==> src/rtl/core/rfpwc_pkg.sv <==
package rfpwc_pkg;

    // Field widths fixed by the interface
    localparam int PULSE_W   = 17;
    localparam int CODE_W    = 56;
    localparam int COUNT_W   = 6;
    localparam int CFG_IDX_W = 3;

    // Configuration register indexes
    localparam logic [CFG_IDX_W-1:0] REG_SHORT_PULSE = 3'd0;
    localparam logic [CFG_IDX_W-1:0] REG_LONG_PULSE  = 3'd1;
    localparam logic [CFG_IDX_W-1:0] REG_SYNC_PULSE  = 3'd2;
    localparam logic [CFG_IDX_W-1:0] REG_RELEASE_GAP = 3'd3;
    localparam logic [CFG_IDX_W-1:0] REG_TOLERANCE   = 3'd4;

    // Register reset values, in microseconds
    localparam logic [PULSE_W-1:0] SHORT_PULSE_RST = 17'd500;
    localparam logic [PULSE_W-1:0] LONG_PULSE_RST  = 17'd1000;
    localparam logic [PULSE_W-1:0] SYNC_PULSE_RST  = 17'd11000;
    localparam logic [PULSE_W-1:0] RELEASE_GAP_RST = 17'd50000;
    localparam logic [PULSE_W-1:0] TOLERANCE_RST   = 17'd100;

    typedef struct packed {
        logic [PULSE_W-1:0] short_pulse_us;
        logic [PULSE_W-1:0] long_pulse_us;
        logic [PULSE_W-1:0] sync_pulse_us;
        logic [PULSE_W-1:0] release_gap_us;
        logic [PULSE_W-1:0] tolerance_us;
    } cfg_t;

    // Window hits for one pulse; priority is resolved by the assembler
    typedef struct packed {
        logic release_gap;
        logic sync;
        logic one_bit;
        logic zero_bit;
    } pulse_class_t;

endpackage

==> src/rtl/core/rfpwc_cfg_regs.sv <==
module rfpwc_cfg_regs
    import rfpwc_pkg::*;
(
    input  logic                 clk,
    input  logic                 rst_n,
    input  logic                 cfg_we,
    input  logic [CFG_IDX_W-1:0] cfg_index,
    input  logic [PULSE_W-1:0]   cfg_data,
    output cfg_t                 cfg
);

    cfg_t cfg_reg;
    cfg_t cfg_next;

    // Register write decode; unknown indexes are ignored
    always_comb
    begin
        cfg_next = cfg_reg;
        if (cfg_we)
        begin
            case (cfg_index)
                REG_SHORT_PULSE: cfg_next.short_pulse_us = cfg_data;
                REG_LONG_PULSE:  cfg_next.long_pulse_us  = cfg_data;
                REG_SYNC_PULSE:  cfg_next.sync_pulse_us  = cfg_data;
                REG_RELEASE_GAP: cfg_next.release_gap_us = cfg_data;
                REG_TOLERANCE:   cfg_next.tolerance_us   = cfg_data;
                default:         cfg_next = cfg_reg;
            endcase
        end
    end

    always_ff @(posedge clk or negedge rst_n)
    begin
        if (!rst_n)
        begin
            cfg_reg.short_pulse_us <= SHORT_PULSE_RST;
            cfg_reg.long_pulse_us  <= LONG_PULSE_RST;
            cfg_reg.sync_pulse_us  <= SYNC_PULSE_RST;
            cfg_reg.release_gap_us <= RELEASE_GAP_RST;
            cfg_reg.tolerance_us   <= TOLERANCE_RST;
        end
        else
        begin
            cfg_reg <= cfg_next;
        end
    end

    assign cfg = cfg_reg;

endmodule

==> src/rtl/core/rfpwc_classify.sv <==
module rfpwc_classify
    import rfpwc_pkg::*;
(
    input  cfg_t               cfg,
    input  logic [PULSE_W-1:0] duration,
    output pulse_class_t       cls
);

    // One extra bit keeps every sum exact; lower bounds are tested as d + t
    // against the nominal so a window that reaches below zero needs no sign.
    logic [PULSE_W:0] dur_plus_tol;
    logic [PULSE_W:0] dur_ext;
    logic [PULSE_W:0] sync_hi;
    logic [PULSE_W:0] long_hi;
    logic [PULSE_W:0] short_hi;

    assign dur_ext      = {1'b0, duration};
    assign dur_plus_tol = dur_ext + {1'b0, cfg.tolerance_us};
    assign sync_hi      = {1'b0, cfg.sync_pulse_us} + {1'b0, cfg.tolerance_us};
    assign long_hi      = {1'b0, cfg.long_pulse_us} + {1'b0, cfg.tolerance_us};
    assign short_hi     = {1'b0, cfg.short_pulse_us} + {1'b0, cfg.tolerance_us};

    // Release: strictly above release gap minus tolerance
    assign cls.release_gap = dur_plus_tol > {1'b0, cfg.release_gap_us};

    // Sync window is open at both ends
    assign cls.sync = (dur_plus_tol > {1'b0, cfg.sync_pulse_us}) && (dur_ext < sync_hi);

    // Data windows are closed at both ends
    assign cls.one_bit  = (dur_plus_tol >= {1'b0, cfg.long_pulse_us}) && (dur_ext <= long_hi);
    assign cls.zero_bit = (dur_plus_tol >= {1'b0, cfg.short_pulse_us}) && (dur_ext <= short_hi);

endmodule

==> src/rtl/core/rfpwc_assembler.sv <==
module rfpwc_assembler
    import rfpwc_pkg::*;
#(
    parameter int CODE_BYTES = 7
)
(
    input  logic               clk,
    input  logic               rst_n,
    input  logic               advance,
    input  pulse_class_t       cls,
    output logic [CODE_W-1:0]  code_value,
    output logic               code_valid,
    output logic               receiving,
    output logic [COUNT_W-1:0] bit_count,
    output logic               indicator
);

    localparam int CODE_BITS = CODE_BYTES * 8;
    localparam int CNT_W     = $clog2(CODE_BITS + 1);
    localparam int IDX_W     = CNT_W - 3;

    logic [7:0]          asm_reg [CODE_BYTES];
    logic [7:0]          asm_next [CODE_BYTES];
    logic [CNT_W-1:0]    cnt_reg;
    logic [CNT_W-1:0]    cnt_next;
    logic [CODE_W-1:0]   code_reg;
    logic [CODE_W-1:0]   code_next;
    logic                flag_reg;
    logic                flag_next;
    logic                recv_reg;
    logic                recv_next;
    logic                led_reg;
    logic                led_next;
    logic [CODE_BITS-1:0] asm_flat;

    // First received byte lands in the most significant position
    always_comb
    begin
        for (int i = 0; i < CODE_BYTES; i++)
        begin
            asm_flat[CODE_BITS-1-8*i -: 8] = asm_reg[i];
        end
    end

    // Per-pulse state update, release over sync over data
    always_comb
    begin
        asm_next  = asm_reg;
        cnt_next  = cnt_reg;
        code_next = code_reg;
        flag_next = flag_reg;
        recv_next = recv_reg;
        led_next  = led_reg;
        if (advance)
        begin
            if (cls.release_gap)
            begin
                for (int i = 0; i < CODE_BYTES; i++)
                begin
                    asm_next[i] = '0;
                end
                cnt_next  = '0;
                recv_next = 1'b0;
                led_next  = 1'b0;
                flag_next = 1'b0;
            end
            else if (cls.sync)
            begin
                for (int i = 0; i < CODE_BYTES; i++)
                begin
                    asm_next[i] = '0;
                end
                cnt_next  = '0;
                recv_next = 1'b1;
                led_next  = 1'b1;
            end
            else if (recv_reg)
            begin
                if (cnt_reg >= CNT_W'(CODE_BITS))
                begin
                    // Full frame: capture and restart assembly
                    code_next = CODE_W'(asm_flat);
                    flag_next = 1'b1;
                    for (int i = 0; i < CODE_BYTES; i++)
                    begin
                        asm_next[i] = '0;
                    end
                    cnt_next = '0;
                end
                else
                begin
                    // Shift current byte; long wins over short on overlap
                    for (int i = 0; i < CODE_BYTES; i++)
                    begin
                        if (cnt_reg[CNT_W-1:3] == IDX_W'(i))
                        begin
                            asm_next[i] = {asm_reg[i][6:0], cls.one_bit};
                        end
                    end
                    if (cls.one_bit || cls.zero_bit)
                    begin
                        cnt_next = cnt_reg + CNT_W'(1);
                    end
                end
            end
        end
    end

    // Assembly bytes are payload and need no reset value beyond clearing
    always_ff @(posedge clk or negedge rst_n)
    begin
        if (!rst_n)
        begin
            for (int i = 0; i < CODE_BYTES; i++)
            begin
                asm_reg[i] <= '0;
            end
            cnt_reg  <= '0;
            code_reg <= '0;
            flag_reg <= 1'b0;
            recv_reg <= 1'b0;
            led_reg  <= 1'b0;
        end
        else
        begin
            asm_reg  <= asm_next;
            cnt_reg  <= cnt_next;
            code_reg <= code_next;
            flag_reg <= flag_next;
            recv_reg <= recv_next;
            led_reg  <= led_next;
        end
    end

    assign code_value = code_reg;
    assign code_valid = flag_reg;
    assign receiving  = recv_reg;
    assign bit_count  = COUNT_W'(cnt_reg);
    assign indicator  = led_reg;

endmodule

==> src/rtl/core/rf_pulse_width_code_receiver_unit.sv <==
// Pulse-width code receiver for a 433 MHz OOK link.
// Input channel (in_valid/in_ready/pulse_duration): one edge-to-edge duration
// in microseconds per transfer. Output channel (out_valid/out_ready): one
// status transfer per input, carrying the captured code, its valid flag, the
// receiving flag, the assembled bit count and the LED drive, all as they stand
// after that pulse.
// Configuration: cfg_we writes cfg_data into the register at cfg_index
// (0 short, 1 long, 2 sync, 3 release gap, 4 tolerance); write only while idle.
// Latency: a pulse held in the input register is decoded into the state/result
// registers once the result slot is free; its result is presented from then on.
// Throughput: one pulse per cycle while out_ready holds high, set by the
// single decode stage between the input register and the state/result registers.
// Stall: while out_ready is low the result holds; the input register still
// takes one more pulse, then in_ready drops until the result is transferred.
// Reset: config returns to its defaults, all state and flags clear, both
// channels empty.
module rf_pulse_width_code_receiver_unit
    import rfpwc_pkg::*;
#(
    parameter int CODE_BYTES = 7
)
(
    input  logic                 clk,
    input  logic                 rst_n,
    input  logic                 cfg_we,
    input  logic [CFG_IDX_W-1:0] cfg_index,
    input  logic [PULSE_W-1:0]   cfg_data,
    input  logic                 in_valid,
    output logic                 in_ready,
    input  logic [PULSE_W-1:0]   pulse_duration,
    output logic                 out_valid,
    input  logic                 out_ready,
    output logic [CODE_W-1:0]    code_value,
    output logic                 code_valid,
    output logic                 receiving,
    output logic [COUNT_W-1:0]   bit_count,
    output logic                 indicator
);

    cfg_t               cfg;
    pulse_class_t       cls;
    logic               in_full_reg;
    logic               in_full_next;
    logic [PULSE_W-1:0] dur_reg;
    logic               out_valid_reg;
    logic               out_valid_next;
    logic               advance;

    rfpwc_cfg_regs u_cfg_regs (
        .clk       (clk),
        .rst_n     (rst_n),
        .cfg_we    (cfg_we),
        .cfg_index (cfg_index),
        .cfg_data  (cfg_data),
        .cfg       (cfg)
    );

    // Process the held pulse when the result slot is free or being emptied
    assign advance  = in_full_reg && (!out_valid_reg || out_ready);
    assign in_ready = !in_full_reg || advance;

    always_comb
    begin
        in_full_next = in_full_reg;
        if (in_valid && in_ready)
        begin
            in_full_next = 1'b1;
        end
        else if (advance)
        begin
            in_full_next = 1'b0;
        end
    end

    always_comb
    begin
        out_valid_next = out_valid_reg;
        if (advance)
        begin
            out_valid_next = 1'b1;
        end
        else if (out_ready)
        begin
            out_valid_next = 1'b0;
        end
    end

    // Input register and result valid
    always_ff @(posedge clk or negedge rst_n)
    begin
        if (!rst_n)
        begin
            in_full_reg   <= 1'b0;
            out_valid_reg <= 1'b0;
        end
        else
        begin
            in_full_reg   <= in_full_next;
            out_valid_reg <= out_valid_next;
        end
    end

    // Duration payload, loaded on each input transfer
    always_ff @(posedge clk)
    begin
        if (in_valid && in_ready)
        begin
            dur_reg <= pulse_duration;
        end
    end

    rfpwc_classify u_classify (
        .cfg      (cfg),
        .duration (dur_reg),
        .cls      (cls)
    );

    rfpwc_assembler #(
        .CODE_BYTES (CODE_BYTES)
    ) u_assembler (
        .clk        (clk),
        .rst_n      (rst_n),
        .advance    (advance),
        .cls        (cls),
        .code_value (code_value),
        .code_valid (code_valid),
        .receiving  (receiving),
        .bit_count  (bit_count),
        .indicator  (indicator)
    );

    assign out_valid = out_valid_reg;

endmodule
==> config.mk <==
export PLATFORM = sky130hd
export DESIGN_NAME = rf_pulse_width_code_receiver_unit
export DESIGN_NICKNAME = d
export VERILOG_FILES = /design/src/rtl/core/rfpwc_pkg.sv /design/src/rtl/core/rfpwc_cfg_regs.sv /design/src/rtl/core/rfpwc_classify.sv /design/src/rtl/core/rfpwc_assembler.sv /design/src/rtl/core/rf_pulse_width_code_receiver_unit.sv
export SDC_FILE = /design/constraint.sdc
export NUM_CORES = 1
export LEC_CHECK = 0
export BUFFER_PORTS_ARGS = -buffer_cell sky130_fd_sc_hd__buf_4
export CORE_MARGIN = 5
export CORE_UTILIZATION = 61
export DETAILED_ROUTE_END_ITERATION = 12
export GPL_TIMING_DRIVEN = 0
export PLACE_DENSITY = 0.91
export SYNTH_ARGS = -nofsm -noshare
export SYNTH_HDL_FRONTEND = slang
export SYNTH_SLANG_ARGS = --single-unit
==> constraint.sdc <==
create_clock -name clk -period 6.4 [get_ports clk]
set_input_delay 1.6 -clock clk [delete_from_list [all_inputs] [get_ports clk]]
set_output_delay 1.6 -clock clk [all_outputs]
set_load 0.005 [all_outputs]
Word level (Yosys, flattened, before mapping)

Index checks and enable logic that the tools add are counted.

Bits in registers: 224
Input port bits: 42
Output and inout bits: 67

Reduce and logical (&&, ||, !) cells: 42
Mux-type cells: 26
Bitwise logic cells: 2
Add/subtract/negate cells: 5
Eq/ne operators: 11
Order comparisons: 8

Operator list:

| cell                                           | number |
|---|---|
| 2-to-1 mux 56 bit                              | 4 |
| adder 17 x 17 -> 18 bit                        | 4 |
| 2-to-1 mux 8 bit                               | 7 |
| >= comparator 18 x 17 -> 1 bit                 | 2 |
| greater-than comparator 18 x 17 -> 1 bit       | 2 |
| <= comparator 17 x 18 -> 1 bit                 | 2 |
| nonzero test 4 bit                             | 8 |
| 2-to-1 mux 6 bit                               | 5 |
| AND reduction 3 bit                            | 8 |
| less-than comparator 17 x 18 -> 1 bit          | 1 |
| == test 3 x 2 -> 1 bit (second input constant) | 4 |
| == test 3 bit (second input constant)          | 4 |
| AND reduction 2 bit                            | 6 |
| 2-to-1 mux 1 bit                               | 10 |
| nonzero test 2 bit                             | 5 |
| adder 6 x 1 -> 6 bit (second input constant)   | 1 |
| == test 3 x 1 -> 1 bit (second input constant) | 2 |
| >= comparator 6 bit (second input constant)    | 1 |
| logical NOT 3 bit                              | 2 |
| logical AND 1 bit                              | 5 |
| AND reduction 5 bit                            | 1 |
| AND reduction 4 bit                            | 1 |
| logical OR 1 bit                               | 3 |
| nonzero test 3 bit                             | 1 |
| other kinds (3)                                | 5 |

Longest topological paths before layout

Depth after elaboration: 9
Mapped depth: 24

Modules after synthesis

From an unflattened synthesis, not the netlist that was laid out.

Cell total of the unflattened synthesis: 1377
Area total of the unflattened synthesis: 14889.3 µm²

Modules (own cells, without submodules):

| module                            | seq. area each (µm²) | cells each | times used | area an instance (µm²) |
|---|---|---|---|---|
| rfpwc_classify                    | 0.0                  | 802        | 1          | 5933.2 |
| rfpwc_assembler                   | 3002.9               | 367        | 1          | 5057.4 |
| rfpwc_cfg_regs                    | 2163.3               | 183        | 1          | 3284.4 |
| rf_pulse_width_code_receiver_unit | 560.5                | 25         | 1          | 614.3 |

Least setup slack after synthesis

OpenSTA, ideal clock, no wires.

Path kind: register to register
Start: reg u_cfg_regs.cfg_reg (netlist bit u_cfg_regs.cfg[0])
End: reg u_assembler.code_reg[10] (netlist: u_assembler.code_value[10])
Required time: 6.273 ns
Slack: 1.568 ns
Stages on the path, launching flop included: 23
Setup time: 0.127 ns
Arrival time: 4.705 ns
Path through: dfrtp_1 -> ha_1 -> fa_1 -> a21o_1 -> a21oi_1 -> nor2b_1 -> o21a_1 -> o22a_1 -> a211o_1 -> a31o_2 -> a21oi_1 -> xnor2_1 -> ha_1 -> a21oi_1 -> o221ai_1 -> o21ai_0 -> o21ba_2 -> a211oi_4 -> inv_2 -> nor3_2 -> buf_6 -> buf_8 -> mux2_1

Longest elaborated chain between the ends: 5
Elaborated cells between the ends (all ways): 9
Classes of those cells: add/sub (2); order compare (3); bitwise (2); reduce/logical (2)

Ends and longest elaborated chain:

| item                                                                                              | line                                       | RTL |
|---|---|---|
| from (decl)                                                                                       | rfpwc_cfg_regs.sv:12                       | `cfg_t cfg_reg;` |
| from (signal assigned)                                                                            | rfpwc_cfg_regs.sv:44                       | `cfg_reg <= cfg_next;` |
| adder 17 x 17 -> 18 bit (on tied branches)                                                        | rfpwc_classify.sv:18, rfpwc_classify.sv:19 |  |
| greater-than comparator 18 x 17 -> 1 bit or less-than comparator 17 x 18 -> 1 bit (tied branches) | rfpwc_classify.sv:27                       | `assign cls.sync = (dur_plus_tol > {1'b0, cfg.sync_pulse_us}) && (dur_ext < sync_hi);` |
| logical AND 1 bit                                                                                 | rfpwc_classify.sv:27                       |  |
| inverter 1 bit (no source line)                                                                   | --                                         |  |
| AND reduction 5 bit (no source line) (*)                                                          | --                                         |  |
| to (signal assigned)                                                                              | rfpwc_assembler.sv:128                     | `code_reg <= code_next;` |
| to (decl)                                                                                         | rfpwc_assembler.sv:26                      | `logic [CODE_W-1:0] code_reg;` |

Every way passes the cells marked *; elsewhere a longest branch is shown, timed or not.
A chain may end at the register's enable or synchronous reset.

Worst setup path after layout

Start: reg u_cfg_regs.cfg_reg (netlist bit u_cfg_regs.cfg[1])
End: reg u_assembler.code_reg[22] (netlist: u_assembler.code_value[22])

The elaborated chain is that of the path after synthesis.

==> results.md <==
* DRT Wirelength at 38.91 mm
* CP Data Arrival Time at 6480 ps
* Hold Vio Cnt, Final at 0
* Power Dens Cells at 403.8 nW/um2
* Switch share at 0.4264
* RSZ-0062 raised after global routing: false
* Max frequency at about 160 MHz
* Layout fillers at approximately 1700
* CP most frequent cell: a21oi_1
* WL per Instance at about 20 um
* Die Span X at between 150 and 200 um
* Mapped Cells at 1458
* Port Buffer Count at around 110
* Synth Area per Inst at 9.823 um2
* Antenna-violating nets left at 0
* Seq/Total Area, Yosys at 0.3999
* Register Area at between 5000 and 6000 um2
* Net Count, Synth at 1692
* Status: finished clean
* Die span in y at 163.2 um
* Non-Filler Instances at ~1900
* Initial antenna violation count at 1
* GPL Wtd Cong at approximately 0.93
* CTS tree: yes
* Final period utilization at 0.9487
* Clock share of power at 0.220
* Buf/Inv on CP at 3
* Layout Area Growth over Synthesis at 14.54%
* Pint at 0.003799 W
* Met3 Use GR at 0.05021
* Largest cells by area after synthesis: dfrtp_1 31%, ha_1 16%, dfstp_2 5.3%
* Setup ws final at approximately 330 ps
* Post-synthesis async set-or-reset flop share at 0.9241
* Post-synth cell types at 67
* Number of diodes at 0
* Initial Util at 0.6156
* I/O pin count at ~110
* Final net count at 1828
* Drt initial violations at 1173
* Placed wire-length estimate at 28.95 mm
* Layer with the highest usage: met2
* Setup repair bufs after CTS at 0
* Vias/cell at just over 6
* Cell accounting for the most synthesized area: dfrtp_1
* Pin count of the biggest net entering global routing at 110
* EDFF count, synth at 17
* Critical Path Source Type: flip-flop
* Cell Chain, Critical Path: ha_1, a211o_1, o211ai_1, a211oi_1, o31ai_1, a21oi_1, a21o_1, a311o_1, a21oi_1, xor2_1, ha_1, o21ai_0, nand2b_1, a21oi_1, nor4_1, nand3_1, a211oi_4, inv_2, nor3_2, buf_6, buf_8, mux2_1
* Setup violators final at 0
* NetSw at 0.002824 W
* Final critical-path required period at about 6100 ps
* Top_reg_cell synth: dfrtp_1
* Vias in the first global route at approximately 12000
* CTS root buffer: clkbuf_16
* Slowest library cell on the worst path: a211oi_4
* H-tree depth at 1
* Pre-CTS setup slack at 412.7 ps
* Routing usage on met2 at 0.4798
* Clk sink count at 224
* Clock transition at path regs at 60 ps
* Synthesized area at 14320 um2
* Crit path kind: reg -> reg
* Part of the power in registers at 0.280
* Crit path required time at 6810 ps
* Clock latency on the worst-skew pair at 540 ps
* Top delay family on crit path: compound AO/OA/AOI/OAI gates
* GRT Total Usage at 0.2912
* #FFs+latches synth at 224
* Total grt overflow at 0
* Core area at 23260 um2
* Die ar. at between 20000 and 30000 um2
* Dpl cells at 1886
* Pwr Total at between 0.006 and 0.007 W
* Leakage at 7.826 nW
* First-pass GRT wire length at 61.98 mm
* Relative slew slack at 0.3109
* Worst-path fanout max at 10
* Max FFs per register at 85
* Pre-antenna DRT Iters at 6
* Rows at 56
* Ys Warns at 0
* Routed via count at between 10000 and 15000
* Comb pwr share at 0.500
* Layout cell share with drive strength beyond 1 at 0.1663
* Slew @ Worst Pin at just over 1000 ps
* CP Capture Type: flip-flop
* Area of the multi-input gates at 7928 um2
* Clock Path Buffers at 3
* Max-slew violations at 0
* Drc violations at 0
* Total negative slack at 0 ps
* Yosys top cell area share at 0.3110
* Worst vdd ir at roughly 0.00025 V
* Critical path's largest stage delay at 530 ps
* Met1 Resource Use GR at 0.3825
* Hold Crit Class: reg -> reg
* TritonCTS Buffers at 25
* Clock skew at roughly 17 ps
* Max Cap Viol at 0
-- worst register-to-register path, stage by stage, from the launching register on --
cell and delay [ps]:
dfrtp_1 470, ha_1 350, a211o_1 260, o211ai_1 190
a211oi_1 200, o31ai_1 480, a21oi_1 200, a21o_1 230
a311o_1 340, a21oi_1 170, xor2_1 110, ha_1 280
o21ai_0 70, nand2b_1 80, a21oi_1 70, nor4_1 470
nand3_1 330, a211oi_4 530, inv_2 90, nor3_2 260
buf_6 220, buf_8 170, mux2_1 350
-- power groups by stage --
stage / Sequential [W] / Clock, W / Combinational (W)
4_1_cts: 0.00185 / 0.00146 / 0.00324
3_5_place_dp: 0.00187 / 0 / 0.00317
6_report: 0.00185 / 0.00146 / 0.00331
2_1_floorplan: 0.00178 / 0 / 0.00234
5_1_grt: 0.00187 / 0.00153 / 0.00369
3_3_place_gp: 0.00186 / 0 / 0.00300
-- cells in the final DEF, fill, tap and decap left out, types with 30 or more instances in the layout --
cell	count
mux2_2	59
a21oi_1	93
nor2_1	51
ha_1	188
nand2_1	147
buf_4	108
a21o_1	30
dfrtp_1	178
o21ai_0	149
mux2_1	40
nand3_1	60
inv_1	121
-- cells by family after synthesis --
logic type / Yosys count / synth area share
adders and majority gates: 192 / 0.1698
buffers and inverters: 161 / 0.04709
and+or+nand+nor: 374 / 0.1235
AOI/OAI and AO/OA: 350 / 0.1463
xor gates and xnor gates: 57 / 0.03486
DFF: 224 / 0.3999
muxes: 100 / 0.07854
-- synth_stat cells, types with 11 or more instances --
master    number
a21o_1        30
a21oi_1       93
and3_1        12
buf_2         11
clkbuf_1      22
dfrtp_1      178
dfstp_2       29
edfxtp_1      17
ha_1         188
inv_1        121
mux2_1        40
mux2_2        59
nand2_1      147
nand2b_1      21
nand3_1       60
nand4_1       24
nor2_1        52
nor2b_1       12
nor3_1        16
o211ai_1      11
o21ai_0      149
xnor2_1       28
xor2_1        29
-- through the flow --
step	util	instance area (um2)	hold slack (ps)
floorplan	-	14320	444.4
global placement	0.6677	15530	457.4
detailed placement	0.6694	15570	471.4
CTS	0.7050	16400	489.6
global route	0.7051	16400	506.7
finish	0.7051	16400	486.1
-- layer usage --
layer	share of wire	vias up	wire, um
met1	0.40	5659	15700
met2	0.47	540	18370
met5	0.00033	-	13
met3	0.075	138	2925
met4	0.049	2	1899
li1	-	5475	-
-- what timing repair did --
item,in CTS,in global routing
resized for setup,0,1
hold buffers,0,0
endpoints found under the setup margin,0,7
endpoints found under the hold margin,0,0
-- cell type report --
cell class                      instances  area share
Clock buffer                           37     0.04584
Sequential cell                       224      0.3491
Clock inverter                          8    0.004729
Inverter                              122     0.02792
Buffer                                 39     0.01320
Multi-Input combinational cell       1073      0.4833
Timing Repair Buffer                  109     0.05156
Tap cell                              319     0.02433
-- worst paths after layout --
kind,startpoint,end,slack [ps],cells past startpoint
worst max-delay path,u_cfg_regs.cfg[1],u_assembler.code_value[22],330,22
worst min-delay path,u_assembler.code_value[36],u_assembler.code_value[36],490,1
worst max register to register,u_cfg_regs.cfg[1],u_assembler.code_value[22],330,22
worst min register to register,u_assembler.code_value[36],u_assembler.code_value[36],490,1
max in group asynchronous,rst_n,u_cfg_regs.cfg[32],4330,2
min in group asynchronous,rst_n,u_assembler.code_value[36],1090,1
No activity file was read; power rests on OpenSTA's default activity.
